`src/prc_pkg.sv`:
```
`timescale 1ns / 1ps
package prc_pkg;

  localparam logic [2:0] ST_OK     = 3'd0;
  localparam logic [2:0] ST_MAGIC  = 3'd1;
  localparam logic [2:0] ST_LENGTH = 3'd2;
  localparam logic [2:0] ST_CRC    = 3'd3;
  localparam logic [2:0] ST_ZERO   = 3'd4;

  localparam logic [1:0] OP_CRC   = 2'd0;
  localparam logic [1:0] OP_CHECK = 2'd1;
  localparam logic [1:0] OP_FAIL  = 2'd2;

  localparam logic       CFG_MAX_PAYLOAD = 1'b0;
  localparam logic       CFG_CRC_POLY    = 1'b1;
  localparam logic [15:0] MAX_PAYLOAD_RESET = 16'd65524;
  localparam logic [31:0] CRC_POLY_RESET    = 32'h04c10db7;

  typedef struct packed {
    logic [1:0]  kind;
    logic [7:0]  data;
    logic        first;
    logic        zero;
    logic [2:0]  status;
    logic [15:0] length;
    logic [31:0] stored;
  } op_t;

  typedef struct packed {
    logic [2:0]  status;
    logic [15:0] length;
    logic [31:0] crc;
  } result_t;

  function automatic logic [7:0] magic_byte(input logic [1:0] idx);
    logic [7:0] m;
    unique case (idx)
      2'd0: m = 8'h50;
      2'd1: m = 8'h41;
      2'd2: m = 8'h52;
      2'd3: m = 8'h4d;
      default: m = 8'h00;
    endcase
    return m;
  endfunction

endpackage

```
`src/parm_record_checker_top.sv`:
```
`timescale 1ns / 1ps
// verdict path: the op that settles a verdict passes through the op queue; the verdict is
// written to the result queue, which drives the out_ ports; it waits while that queue is full
// throughput: one byte per cycle; in_full only rises when the op queue backs up
// behind a full result queue
// reset: synchronous active-low rst_n empties both queues, idles the parser
// and loads max_payload 65524 and polynomial 0x04c10db7
module parm_record_checker_top
  import prc_pkg::*;
#(
  parameter int MAX_RECORD_BYTES = 65536,
  parameter int OPQ_AW           = 2,
  parameter int RESQ_AW          = 2
) (
  input  logic        clk,
  input  logic        rst_n,
  input  logic        in_push,
  output logic        in_full,
  input  logic [7:0]  in_data_byte,
  input  logic        in_record_start,
  output logic        out_empty,
  input  logic        out_pop,
  output logic [2:0]  out_status,
  output logic [15:0] out_payload_length,
  output logic [31:0] out_computed_crc,
  input  logic        cfg_we,
  input  logic        cfg_index,
  input  logic [31:0] cfg_wdata
);

  logic [15:0] max_payload_r;
  logic [31:0] crc_poly_r;
  logic        accept;
  logic        op_push, op_pop, opq_empty, res_push, res_full;
  op_t         op_in, op_out;
  result_t     res_in, res_out;

  always_ff @(posedge clk) begin
    if (!rst_n) begin
      max_payload_r <= MAX_PAYLOAD_RESET;
      crc_poly_r    <= CRC_POLY_RESET;
    end else if (cfg_we) begin
      unique case (cfg_index)
        CFG_MAX_PAYLOAD: max_payload_r <= cfg_wdata[15:0];
        CFG_CRC_POLY:    crc_poly_r    <= cfg_wdata;
        default:         crc_poly_r    <= crc_poly_r;
      endcase
    end
  end

  assign accept = in_push && !in_full;

  prc_front #(
    .MAX_RECORD_BYTES(MAX_RECORD_BYTES)
  ) u_front (
    .clk         (clk),
    .rst_n       (rst_n),
    .accept      (accept),
    .data_byte   (in_data_byte),
    .record_start(in_record_start),
    .max_payload (max_payload_r),
    .op_push     (op_push),
    .op_data     (op_in)
  );

  prc_fifo #(
    .WIDTH($bits(op_t)),
    .AW   (OPQ_AW)
  ) u_opq (
    .clk  (clk),
    .rst_n(rst_n),
    .push (op_push),
    .wdata(op_in),
    .pop  (op_pop),
    .rdata(op_out),
    .full (in_full),
    .empty(opq_empty)
  );

  prc_back u_back (
    .clk     (clk),
    .rst_n   (rst_n),
    .op_valid(!opq_empty),
    .op_data (op_out),
    .op_pop  (op_pop),
    .crc_poly(crc_poly_r),
    .res_full(res_full),
    .res_push(res_push),
    .res_data(res_in)
  );

  prc_fifo #(
    .WIDTH($bits(result_t)),
    .AW   (RESQ_AW)
  ) u_resq (
    .clk  (clk),
    .rst_n(rst_n),
    .push (res_push),
    .wdata(res_in),
    .pop  (out_pop),
    .rdata(res_out),
    .full (res_full),
    .empty(out_empty)
  );

  assign out_status         = res_out.status;
  assign out_payload_length = res_out.length;
  assign out_computed_crc   = res_out.crc;

endmodule

```
`src/prc_fifo.sv`:
```
`timescale 1ns / 1ps
module prc_fifo #(
  parameter int WIDTH = 8,
  parameter int AW    = 2
) (
  input  logic             clk,
  input  logic             rst_n,
  input  logic             push,
  input  logic [WIDTH-1:0] wdata,
  input  logic             pop,
  output logic [WIDTH-1:0] rdata,
  output logic             full,
  output logic             empty
);

  localparam int DEPTH = 1 << AW;

  logic [WIDTH-1:0] mem [DEPTH];
  logic [AW-1:0]    rptr_r, rptr_nxt;
  logic [AW-1:0]    wptr_r, wptr_nxt;
  logic [AW:0]      cnt_r, cnt_nxt;
  logic             do_push, do_pop;

  assign full    = (cnt_r == (AW+1)'(DEPTH));
  assign empty   = (cnt_r == '0);
  assign do_push = push && !full;
  assign do_pop  = pop && !empty;
  assign rdata   = mem[rptr_r];

  always_comb begin
    rptr_nxt = do_pop ? rptr_r + 1'b1 : rptr_r;
    wptr_nxt = do_push ? wptr_r + 1'b1 : wptr_r;
    cnt_nxt  = cnt_r;
    if (do_push && !do_pop) begin
      cnt_nxt = cnt_r + 1'b1;
    end else if (do_pop && !do_push) begin
      cnt_nxt = cnt_r - 1'b1;
    end
  end

  always_ff @(posedge clk) begin
    if (!rst_n) begin
      rptr_r <= '0;
      wptr_r <= '0;
      cnt_r  <= '0;
    end else begin
      rptr_r <= rptr_nxt;
      wptr_r <= wptr_nxt;
      cnt_r  <= cnt_nxt;
    end
  end

  always_ff @(posedge clk) begin
    if (do_push) begin
      mem[wptr_r] <= wdata;
    end
  end

endmodule

```
`src/prc_front.sv`:
```
`timescale 1ns / 1ps
module prc_front
  import prc_pkg::*;
#(
  parameter int MAX_RECORD_BYTES = 65536
) (
  input  logic        clk,
  input  logic        rst_n,
  input  logic        accept,
  input  logic [7:0]  data_byte,
  input  logic        record_start,
  input  logic [15:0] max_payload,
  output logic        op_push,
  output op_t         op_data
);

  localparam logic [2:0] PH_IDLE    = 3'd0;
  localparam logic [2:0] PH_MAGIC   = 3'd1;
  localparam logic [2:0] PH_LEN     = 3'd2;
  localparam logic [2:0] PH_PAYLOAD = 3'd3;
  localparam logic [2:0] PH_CRC     = 3'd4;
  localparam logic [2:0] PH_DONE    = 3'd5;

  localparam logic [31:0] LIMIT_CAP = 32'(MAX_RECORD_BYTES - 12);

  logic [2:0]  phase_r, phase_nxt;
  logic [15:0] pos_r, pos_nxt;
  logic [31:0] len_r, len_nxt;
  logic [31:0] stored_r, stored_nxt;
  logic        zero_r, zero_nxt;
  logic [31:0] limit;

  assign limit = ({16'd0, max_payload} < LIMIT_CAP) ? {16'd0, max_payload} : LIMIT_CAP;

  always_comb begin
    logic [2:0]  ph;
    logic [15:0] pos;
    logic [31:0] len;
    logic [31:0] stored;
    logic        zero;
    logic [16:0] pos_inc;
    ph      = record_start ? PH_MAGIC : phase_r;
    pos     = record_start ? 16'd0 : pos_r;
    len     = record_start ? 32'd0 : len_r;
    stored  = record_start ? 32'd0 : stored_r;
    zero    = record_start ? 1'b0 : zero_r;
    pos_inc = {1'b0, pos} + 17'd1;

    phase_nxt  = ph;
    pos_nxt    = pos;
    len_nxt    = len;
    stored_nxt = stored;
    zero_nxt   = zero;
    op_push    = 1'b0;
    op_data    = '0;

    unique case (ph)
      PH_MAGIC: begin
        if (data_byte != magic_byte(pos[1:0])) begin
          op_push        = 1'b1;
          op_data.kind   = OP_FAIL;
          op_data.status = ST_MAGIC;
          phase_nxt      = PH_DONE;
        end else if (pos[1:0] == 2'd3) begin
          phase_nxt = PH_LEN;
          pos_nxt   = 16'd0;
        end else begin
          pos_nxt = pos_inc[15:0];
        end
      end
      PH_LEN: begin
        len_nxt = len | ({24'd0, data_byte} << {pos[1:0], 3'b000});
        if (pos[1:0] != 2'd3) begin
          pos_nxt = pos_inc[15:0];
        end else if (len_nxt == 32'd0 || len_nxt > limit) begin
          op_push        = 1'b1;
          op_data.kind   = OP_FAIL;
          op_data.status = ST_LENGTH;
          phase_nxt      = PH_DONE;
        end else begin
          phase_nxt = PH_PAYLOAD;
          pos_nxt   = 16'd0;
        end
      end
      PH_PAYLOAD: begin
        op_push       = 1'b1;
        op_data.kind  = OP_CRC;
        op_data.data  = data_byte;
        op_data.first = (pos == 16'd0);
        if (data_byte == 8'd0 && pos_inc < len[16:0]) begin
          zero_nxt = 1'b1;
        end
        if (pos_inc == len[16:0]) begin
          phase_nxt = PH_CRC;
          pos_nxt   = 16'd0;
        end else begin
          pos_nxt = pos_inc[15:0];
        end
      end
      PH_CRC: begin
        stored_nxt = stored | ({24'd0, data_byte} << {pos[1:0], 3'b000});
        if (pos[1:0] != 2'd3) begin
          pos_nxt = pos_inc[15:0];
        end else begin
          op_push        = 1'b1;
          op_data.kind   = OP_CHECK;
          op_data.zero   = zero;
          op_data.length = len[15:0];
          op_data.stored = stored_nxt;
          phase_nxt      = PH_DONE;
        end
      end
      default: begin
        phase_nxt = ph;
      end
    endcase

    if (!accept) begin
      op_push = 1'b0;
    end
  end

  always_ff @(posedge clk) begin
    if (!rst_n) begin
      phase_r  <= PH_IDLE;
      pos_r    <= '0;
      len_r    <= '0;
      stored_r <= '0;
      zero_r   <= 1'b0;
    end else if (accept) begin
      phase_r  <= phase_nxt;
      pos_r    <= pos_nxt;
      len_r    <= len_nxt;
      stored_r <= stored_nxt;
      zero_r   <= zero_nxt;
    end
  end

  a_payload_len: assert property (@(posedge clk) disable iff (!rst_n)
    (phase_r == PH_PAYLOAD) |-> (len_r != 32'd0 && {16'd0, pos_r} < len_r))
    else $error("payload position out of range");

  a_short_pos: assert property (@(posedge clk) disable iff (!rst_n)
    (phase_r == PH_MAGIC || phase_r == PH_LEN || phase_r == PH_CRC) |-> (pos_r < 16'd4))
    else $error("header position out of range");

  a_one_verdict: assert property (@(posedge clk) disable iff (!rst_n)
    (phase_r == PH_DONE && accept && !record_start) |-> !op_push)
    else $error("op issued after verdict");

endmodule

```
`src/prc_back.sv`:
```
`timescale 1ns / 1ps
module prc_back
  import prc_pkg::*;
(
  input  logic        clk,
  input  logic        rst_n,
  input  logic        op_valid,
  input  op_t         op_data,
  output logic        op_pop,
  input  logic [31:0] crc_poly,
  input  logic        res_full,
  output logic        res_push,
  output result_t     res_data
);

  logic [31:0] crc_r, crc_nxt;

  function automatic logic [31:0] crc_step(input logic [31:0] crc_in, input logic [7:0] b,
                                           input logic [31:0] poly);
    logic [31:0] c;
    c = crc_in ^ {b, 24'd0};
    for (int i = 0; i < 8; i++) begin
      c = c[31] ? ({c[30:0], 1'b0} ^ poly) : {c[30:0], 1'b0};
    end
    return c;
  endfunction

  assign op_pop = op_valid && (op_data.kind == OP_CRC || !res_full);

  always_comb begin
    crc_nxt  = crc_r;
    res_push = 1'b0;
    res_data = '0;
    if (op_pop) begin
      unique case (op_data.kind)
        OP_CRC: begin
          crc_nxt = crc_step(op_data.first ? 32'd0 : crc_r, op_data.data, crc_poly);
        end
        OP_CHECK: begin
          res_push        = 1'b1;
          res_data.length = op_data.length;
          res_data.crc    = crc_r;
          if (op_data.stored != crc_r) begin
            res_data.status = ST_CRC;
          end else if (op_data.zero) begin
            res_data.status = ST_ZERO;
          end else begin
            res_data.status = ST_OK;
          end
        end
        OP_FAIL: begin
          res_push        = 1'b1;
          res_data.status = op_data.status;
        end
        default: begin
          res_push = 1'b0;
        end
      endcase
    end
  end

  always_ff @(posedge clk) begin
    if (!rst_n) begin
      crc_r <= '0;
    end else begin
      crc_r <= crc_nxt;
    end
  end

  a_fail_fields: assert property (@(posedge clk) disable iff (!rst_n)
    (res_push && (res_data.status == ST_MAGIC || res_data.status == ST_LENGTH))
      |-> (res_data.length == 16'd0 && res_data.crc == 32'd0))
    else $error("failed verdict carries length or crc");

endmodule
```
`config.mk`:
```
export PLATFORM = sky130hd
export DESIGN_NAME = parm_record_checker_top
export DESIGN_NICKNAME = d
export VERILOG_FILES = /design/src/prc_pkg.sv /design/src/parm_record_checker_top.sv /design/src/prc_fifo.sv /design/src/prc_front.sv /design/src/prc_back.sv
export SDC_FILE = /design/constraint.sdc
export NUM_CORES = 1
export LEC_CHECK = 0
export ABC_AREA = 1
export BUFFER_PORTS_ARGS = -buffer_cell sky130_fd_sc_hd__buf_2
export CELL_PAD_IN_SITES_DETAIL_PLACEMENT = 1
export CELL_PAD_IN_SITES_GLOBAL_PLACEMENT = 1
export CORE_UTILIZATION = 50
export CTS_CLUSTER_SIZE = 25
export DETAILED_ROUTE_END_ITERATION = 12
export PLACE_DENSITY = 0.83
export SETUP_SLACK_MARGIN = 0.15
export SYNTH_ARGS = -nofsm -noshare
export SYNTH_HDL_FRONTEND = slang
export SYNTH_SLANG_ARGS = --single-unit
```
`constraint.sdc`:
```
create_clock -name clk -period 17.7 [get_ports clk]
set_input_delay 5.31 -clock clk [delete_from_list [all_inputs] [get_ports clk]]
set_output_delay 5.31 -clock clk [all_outputs]
set_load 0.03 [all_outputs]
```
==> flow_summary_export.csv, run 1 <==
group,metric,value,unit
hold_path,hp-class,"reg2reg",
cells_and_area,final_cells,4790,
logic_synthesis,syn_inst,3907,
routing,vias,28700,
cts,clockBufferDepth,3,
critical_path,criticalPathCategory,"in2reg",
global_route,grtUsageTotal,33.5,%
logic_synthesis,synth_area,32900,um2
sta,maxSlewViolCount,0,
logic_synthesis,yosysWarnings,0,
sta,timing.hold.ws,0.467,ns
cts,clock_sinks,634,
logic_synthesis,synth_commonest_cells,"nand2_1 (728), nor2_1 (554), edfxtp_1 (452)",
power_and_ir_drop,vdd_drop_max,0.148,mV
job,maxCapViolCount,0,
critical_path,critPathLaunchType,"primary input",
logic_synthesis,async_flop_share,0,%
status,status,"complete, no violations",
logic_synthesis,ys_top_cells_by_area,"edfxtp_1 (41%), dfxtp_1 (11%), nand2_1 (8.3%)",
cts,worstSkewPairLatency,0.64,ns
sta,fin_setup_tns,0,ns
sta,clock_skew,0.0258,ns
critical_path,endpoint_kind,"register",
logic_synthesis,synth_nets,4012,
place,gp_congestion,0.910,
critical_path,required,18.19,ns
logic_synthesis,synth-seq-cells,634,
global_route,grt_pass1_wl,172000,um
global_route,grt_max_degree,103,
cells_and_area,drive_gt1_share,8.23,%
sta,rsz0062_at_grt,"false",
cts,path_clk_slew,0.07,ns
logic_synthesis,synth_ff_type,"edfxtp_1",
routing,finalWirelength,112000,um
place,io_buffers,99,
die,io_pins,100,
global_route,grt_overflow_total,0,
routing,drc,0,
die,chipHeight,259,um
sta,max_freq,0.0907,GHz
cts,cts_setup_buffers,0,
die,num_rows,93,
die,die_area,66900,um2
routing,via_per_inst,5.99,
critical_path,crit_fanout,18,
cts,ctsRootBufferMaster,"clkbuf_16",
sta,fin_crit,11.02,ns
die,core_area,64700,um2
die,start_util,50.9,%
cells_and_area,fin_nets,3983,
routing,drt-pass1-iter-count,5,
critical_path,crit_arrival,11.51,ns
global_route,first_global_vias,28900,
sta,setup_violations,0,
cts,cts_tree,"yes",
cts,numCtsBuffers,71,
routing,drt_iter0_markers,2643,
place,place_inst,4660,
sta,slew_headroom,4.31,%
routing,wl_per_cell,23.5,um
critical_path,r2r_cells,34,
sta,tightest_slew,1.43,ns
hold_path,min_path_cells,2,
logic_synthesis,synth_seq_area_share,52.3,%
cells_and_area,fill_cells,7672,
cts,holdBufCountCts,0,
logic_synthesis,synth.largest_area_cell,"edfxtp_1",
logic_synthesis,syn_avg_cell_area,8.42,um2
cts,htreeDepth,3,
logic_synthesis,synth_top_area_share,41.2,%
sta,hold_violations,0,
cts,cts_resized,0,
cells_and_area,diodes,0,
logic_synthesis,synth_edf_count,452,
sta,fin_crit_sh,62.3,%
power_and_ir_drop,cellPowerDensity,209,nW/um2
place,dpl.hpwl,72700,um
cells_and_area,area.growth.synth_to_final,9.79,%
global_route,antenna_found_initial,2,
die,dieWidth,259,um
logic_synthesis,synth.most_common_cell,"nand2_1",
logic_synthesis,yosysUniqueCellTypes,54,
routing,ant_nets,0,
power_and_ir_drop,leakagePower,14.6,nW
-- stage by stage --
step           worst slack [ns]  power (mW)  area (um2)  util [%]
2_1_floorplan              6.69        4.95       32900         -
3_3_place_gp               6.41        5.79       33800      52.3
3_5_place_dp               6.22        5.98       33800      52.3
4_1_cts                    6.86        7.51       36100      55.8
5_1_grt                    6.09        8.06       36100      55.8
6_report                   6.68        7.55       36100      55.8
-- final cells by class --
class | instances | area (um2) | share of cell area, %
clock inverters | 33 | 343 | 0.949
repair buffers | 143 | 828 | 2.29
inverters | 388 | 1460 | 4.03
multi-input cells | 2640 | 13200 | 36.7
well taps | 855 | 1070 | 2.96
flip-flops and latches | 634 | 17200 | 47.7
clock buffers | 97 | 1960 | 5.44
-- critical path, stage by stage --
cell,delay [ns]
buf_2,0.13
inv_1,0.23
nand2_1,0.48
inv_1,0.68
ha_1,0.43
inv_1,0.28
nor2_1,0.24
nand3_1,0.13
nor3_1,0.37
nand3_1,0.20
nor2_1,0.15
nand3_1,0.12
xor2_1,0.27
inv_1,0.07
ha_1,0.29
inv_1,0.05
nor4_1,0.26
nand4_1,0.19
nand2_1,0.15
inv_1,0.24
nor3_1,0.68
o221ai_1,0.27
o211ai_1,0.16
a21oi_1,0.10
-- kinds of logic (layout without fill, tap and decap cells) --
kind of cell / after synthesis / count (layout) / share of synthesized area [%]
AOI/OAI and AO/OA: 759 / 759 / 13.1
and+or+nand+nor: 1711 / 1711 / 21.6
DFF: 634 / 634 / 52.3
buffers and inverters: 633 / 661 / 7.71
adders and majority gates: 58 / 58 / 2.25
xor gates and xnor gates: 112 / 112 / 3.06
-- metal layers --
metal	routed length, um	up-vias	track usage [%]
met3	7580	207	4.94
met1	47200	14400	44.8
met2	53600	1030	55.4
met4	3920	0	12.0
li1	-	13100	-
met5	0	-	0
-- path summary, 6_finish.rpt --
path                                           start              endpoint  slack [ns]
worst max-delay path                 in_record_start      u_front.pos_r[5]        6.68
worst min-delay path            u_front.stored_r[12]  u_front.stored_r[12]        0.47
worst max register to register              register      u_back.crc_r[25]        8.96
worst min register to register  u_front.stored_r[12]  u_front.stored_r[12]        0.47
-- state kept, by name (all words and copies together), names as in the netlist, named ones only --
register	count
u_front.len_r	32
u_opq.mem	248
u_opq.cnt_r	3
crc_poly_r	32
u_resq.wptr_r	2
u_front.phase_r	3
u_opq.wptr_r	2
u_front.stored_r	32
u_front.zero_r	1
u_resq.cnt_r	3
u_resq.rptr_r	2
max_payload_r	16
u_opq.rptr_r	2
u_front.pos_r	16
u_resq.mem	204
u_back.crc_r	32
-- power breakdown --
part           leakage, nW  internal [mW]  switching (mW)
clock network         1.12          0.823           0.651
registers             5.98           1.83           0.199
logic                 7.51           1.16            2.90
-- placed cells by master (no fill, tap or decap), types with 13 or more instances in the layout --
| cell type | instances |
|---|---|
| a21oi_1 | 141 |
| a31oi_1 | 28 |
| o22ai_1 | 87 |
| xnor2_1 | 31 |
| o21ai_0 | 375 |
| clkbuf_1 | 17 |
| xor2_1 | 79 |
| inv_2 | 28 |
| inv_1 | 347 |
| dfxtp_1 | 179 |
| clkbuf_16 | 71 |
| buf_2 | 98 |
| edfxtp_1 | 452 |
| nor3_1 | 34 |
| nand3_1 | 326 |
| nor2_1 | 544 |
| clkinv_1 | 19 |
| o21a_1 | 13 |
| ha_1 | 56 |
| o211ai_1 | 34 |
| a211oi_1 | 47 |
| nand4_1 | 14 |
| nor4_1 | 22 |
| nand2_1 | 728 |
| buf_4 | 45 |
No activity file was read; power rests on OpenSTA's default activity.
==> run 2: changes to the inputs <==
--- a/config.mk
+++ b/config.mk
@@ -9,10 +9,10 @@
 export BUFFER_PORTS_ARGS = -buffer_cell sky130_fd_sc_hd__buf_2
 export CELL_PAD_IN_SITES_DETAIL_PLACEMENT = 1
 export CELL_PAD_IN_SITES_GLOBAL_PLACEMENT = 1
-export CORE_UTILIZATION = 50
+export CORE_UTILIZATION = 48
 export CTS_CLUSTER_SIZE = 25
 export DETAILED_ROUTE_END_ITERATION = 12
-export PLACE_DENSITY = 0.83
+export PLACE_DENSITY = 0.8
 export SETUP_SLACK_MARGIN = 0.15
 export SYNTH_ARGS = -nofsm -noshare
 export SYNTH_HDL_FRONTEND = slang
==> constraint.sdc (replaced) <==
create_clock -name clk -period 11.5 [get_ports clk]
set_input_delay 3.45 -clock clk [delete_from_list [all_inputs] [get_ports clk]]
set_output_delay 3.45 -clock clk [all_outputs]
set_load 0.03 [all_outputs]
==> run 2 against run 1 <==
- clock power increased by 63%
- die area rose by 4.1%
- non-clock buffer count is 4 higher
- sequential power rose by 53%
- sequential cell count did not move
- core utilization down 2.0 points
- global-route usage shrank 1.7 points
- total power grew 55%
- cell area increased by 0.64%
- count of clock-buffer cells in the layout up 8
- first-iteration DRC count decreased by 6.5%
- register-to-register slack lost 5.1 ns
- critical endpoint is now u_opq.mem[1][30]
==> flow_summary_export.csv, run 2 (synthesis gave the netlist of run 1 again) <==
group,metric,value,unit
status,status,"complete, no violations",
cells_and_area,multiInputGateArea,13200,um2
die,dieWidth,264,um
critical_path,required,11.79,ns
place,io_buffers,99,
die,num_rows,95,
power_and_ir_drop,power_switching,5.69,mW
cells_and_area,final_cell_mix,"nand2_1 (728), nor2_1 (544), edfxtp_1 (452), o21ai_0 (375), inv_1 (347)",
sta,rsz0062_at_grt,"false",
power_and_ir_drop,intPower,6.01,mW
cells_and_area,layout_commonest_cell,"nand2_1",
routing,wl_per_cell,23.2,um
hold_path,holdCritStartpoint,"u_front.len_r[30]",
global_route,first_global_vias,28900,
cts,cts_setup_buffers,0,
die,core_area,67500,um2
cts,holdBufCountCts,0,
place,placed_cell_area,33900,um2
cts,cts_tree,"yes",
global_route,grt_pass1_wl,170000,um
power_and_ir_drop,vdd_drop_max,0.401,mV
die,io_pins,100,
power_and_ir_drop,comb_power_share,52.9,%
power_and_ir_drop,leakagePower,14.7,nW
cells_and_area,top_register,"u_opq.mem",
cts,numCtsBuffers,72,
sta,setup_violations,0,
die,die_area,69600,um2
sta,tightest_slew,1.28,ns
global_route,grt_max_degree,126,
cts,ctsRootBufferMaster,"clkbuf_16",
routing,drt-pass1-iter-count,6,
critical_path,criticalPathCategory,"in2reg",
critical_path,crit_start,"in_record_start",
sta,fin_crit_sh,81.7,%
sta,max_freq,0.106,GHz
critical_path,crit_arrival,9.69,ns
routing,drt_iter0_markers,2470,
critical_path,critPathLaunchType,"primary input",
die,chipHeight,264,um
routing,drc,0,
cells_and_area,largest_reg_flops,248,
cells_and_area,diodes,0,
cells_and_area,drive_gt1_share,8.34,%
hold_path,hp-class,"reg2reg",
critical_path,crit_slowest_cell,"nor2_4",
place,gp_congestion,0.924,
cells_and_area,area.growth.synth_to_final,10.5,%
critical_path,crit_fanout,39,
cells_and_area,finalInstanceArea,36400,um2
sta,fin_crit,9.40,ns
sta,fin_setup_tns,0,ns
power_and_ir_drop,p_seq_share,26.6,%
place,place_inst,4682,
power_and_ir_drop,clockPowerShare,20.5,%
cts,worstSkewPairLatency,0.64,ns
cells_and_area,seqCellArea,17200,um2
sta,clock_skew,0.0278,ns
routing,via_per_inst,5.91,
power_and_ir_drop,power,11.7,mW
global_route,grt_overflow_total,0,
routing,ant_nets,0,
cells_and_area,fill_cells,7920,
cells_and_area,fin_nets,3988,
cts,path_clk_slew,0.05,ns
sta,hold_violations,0,
sta,maxSlewViolCount,0,
routing,vias,28500,
place,dpl.hpwl,75500,um
critical_path,slowest_delay,0.93,ns
die,start_util,48.7,%
cells_and_area,reg_top3,"u_opq.mem: 248 flops, u_resq.mem: 204 flops",
global_route,antenna_found_initial,4,
global_route,grtUsageTotal,31.8,%
cts,clock_sinks,634,
power_and_ir_drop,swShare,48.6,%
job,maxCapViolCount,0,
sta,timing.hold.ws,0.463,ns
cts,htreeDepth,3,
sta,slew_headroom,14.6,%
routing,finalWirelength,112000,um
cells_and_area,final_cells,4816,
critical_path,endpoint_kind,"register",
cts,clockBufferDepth,3,
cts,cts_resized,0,
power_and_ir_drop,cellPowerDensity,322,nW/um2
run 2: cell types whose count changed in the layout (fill, tap and decap cells not counted), moves of 2 or more:
cell | previous run | this run
clkbuf_1 | 17 | 23
bufinv_16 | 2 | 7
buf_4 | 45 | 48
clkbuf_16 | 71 | 74
clkinv_1 | 19 | 16
clkinv_4 | 4 | 1
inv_6 | 4 | 1
inv_16 | 1 | 3
run 2: power by group through the flow:
stage,clock network [mW],logic [mW],registers [mW]
final,2.40,6.19,3.11
after floorplan,0,4.64,2.97
after global routing,2.50,6.87,3.12
after detailed placement,0,6.07,3.14
after CTS,2.42,6.15,3.10
after global placement,0,5.83,3.12
run 2: final timing paths:
| kind | endpoint | slack (ns) | depth (start not counted) |
|---|---|---|---|
| setup / recovery | u_opq.mem[1][30] | 2.10 | 26 |
| hold / removal | u_front.len_r[30] | 0.46 | 2 |
| setup reg to reg | u_back.crc_r[31] | 3.82 | 31 |
| hold reg to reg | u_front.len_r[30] | 0.46 | 2 |
run 2: metrics by stage:
stage / setup WS [ns] / utilization, %
6_report: 2.10 / 53.9
5_1_grt: 1.59 / 53.9
4_1_cts: 2.19 / 53.9
3_5_place_dp: 1.57 / 50.2
3_3_place_gp: 1.78 / 50.2
2_1_floorplan: 2.35 / -
run 2: area by class of cell:
| cell class | count | share of cell area, % |
|---|---|---|
| Timing Repair Buffer | 147 | 2.39 |
| Tap cell | 873 | 3.00 |
| Sequential cell | 634 | 47.4 |
| Inverter | 388 | 4.01 |
| Clock inverter | 29 | 1.17 |
| Clock buffer | 105 | 5.63 |
| Multi-Input combinational cell | 2640 | 36.4 |
run 2: metal layers:
metal,global-route usage [%],part of all wire (%),vias to the layer above
met5,0,0.012,-
met4,14.7,4.8,2
met3,5.00,6.8,283
met2,52.5,47,951
met1,41.1,41,14100
li1,-,-,13100
run 2: worst max-delay path: cells and delay by family:
| kind | cells | cell delay (ns) |
|---|---|---|
| buffers and inverters | 9 | 2.07 |
| AND/OR/NAND/NOR | 14 | 3.44 |
| adder cells (fa/ha/maj) | 2 | 0.59 |
| AO/OA/AOI/OAI | 1 | 0.09 |
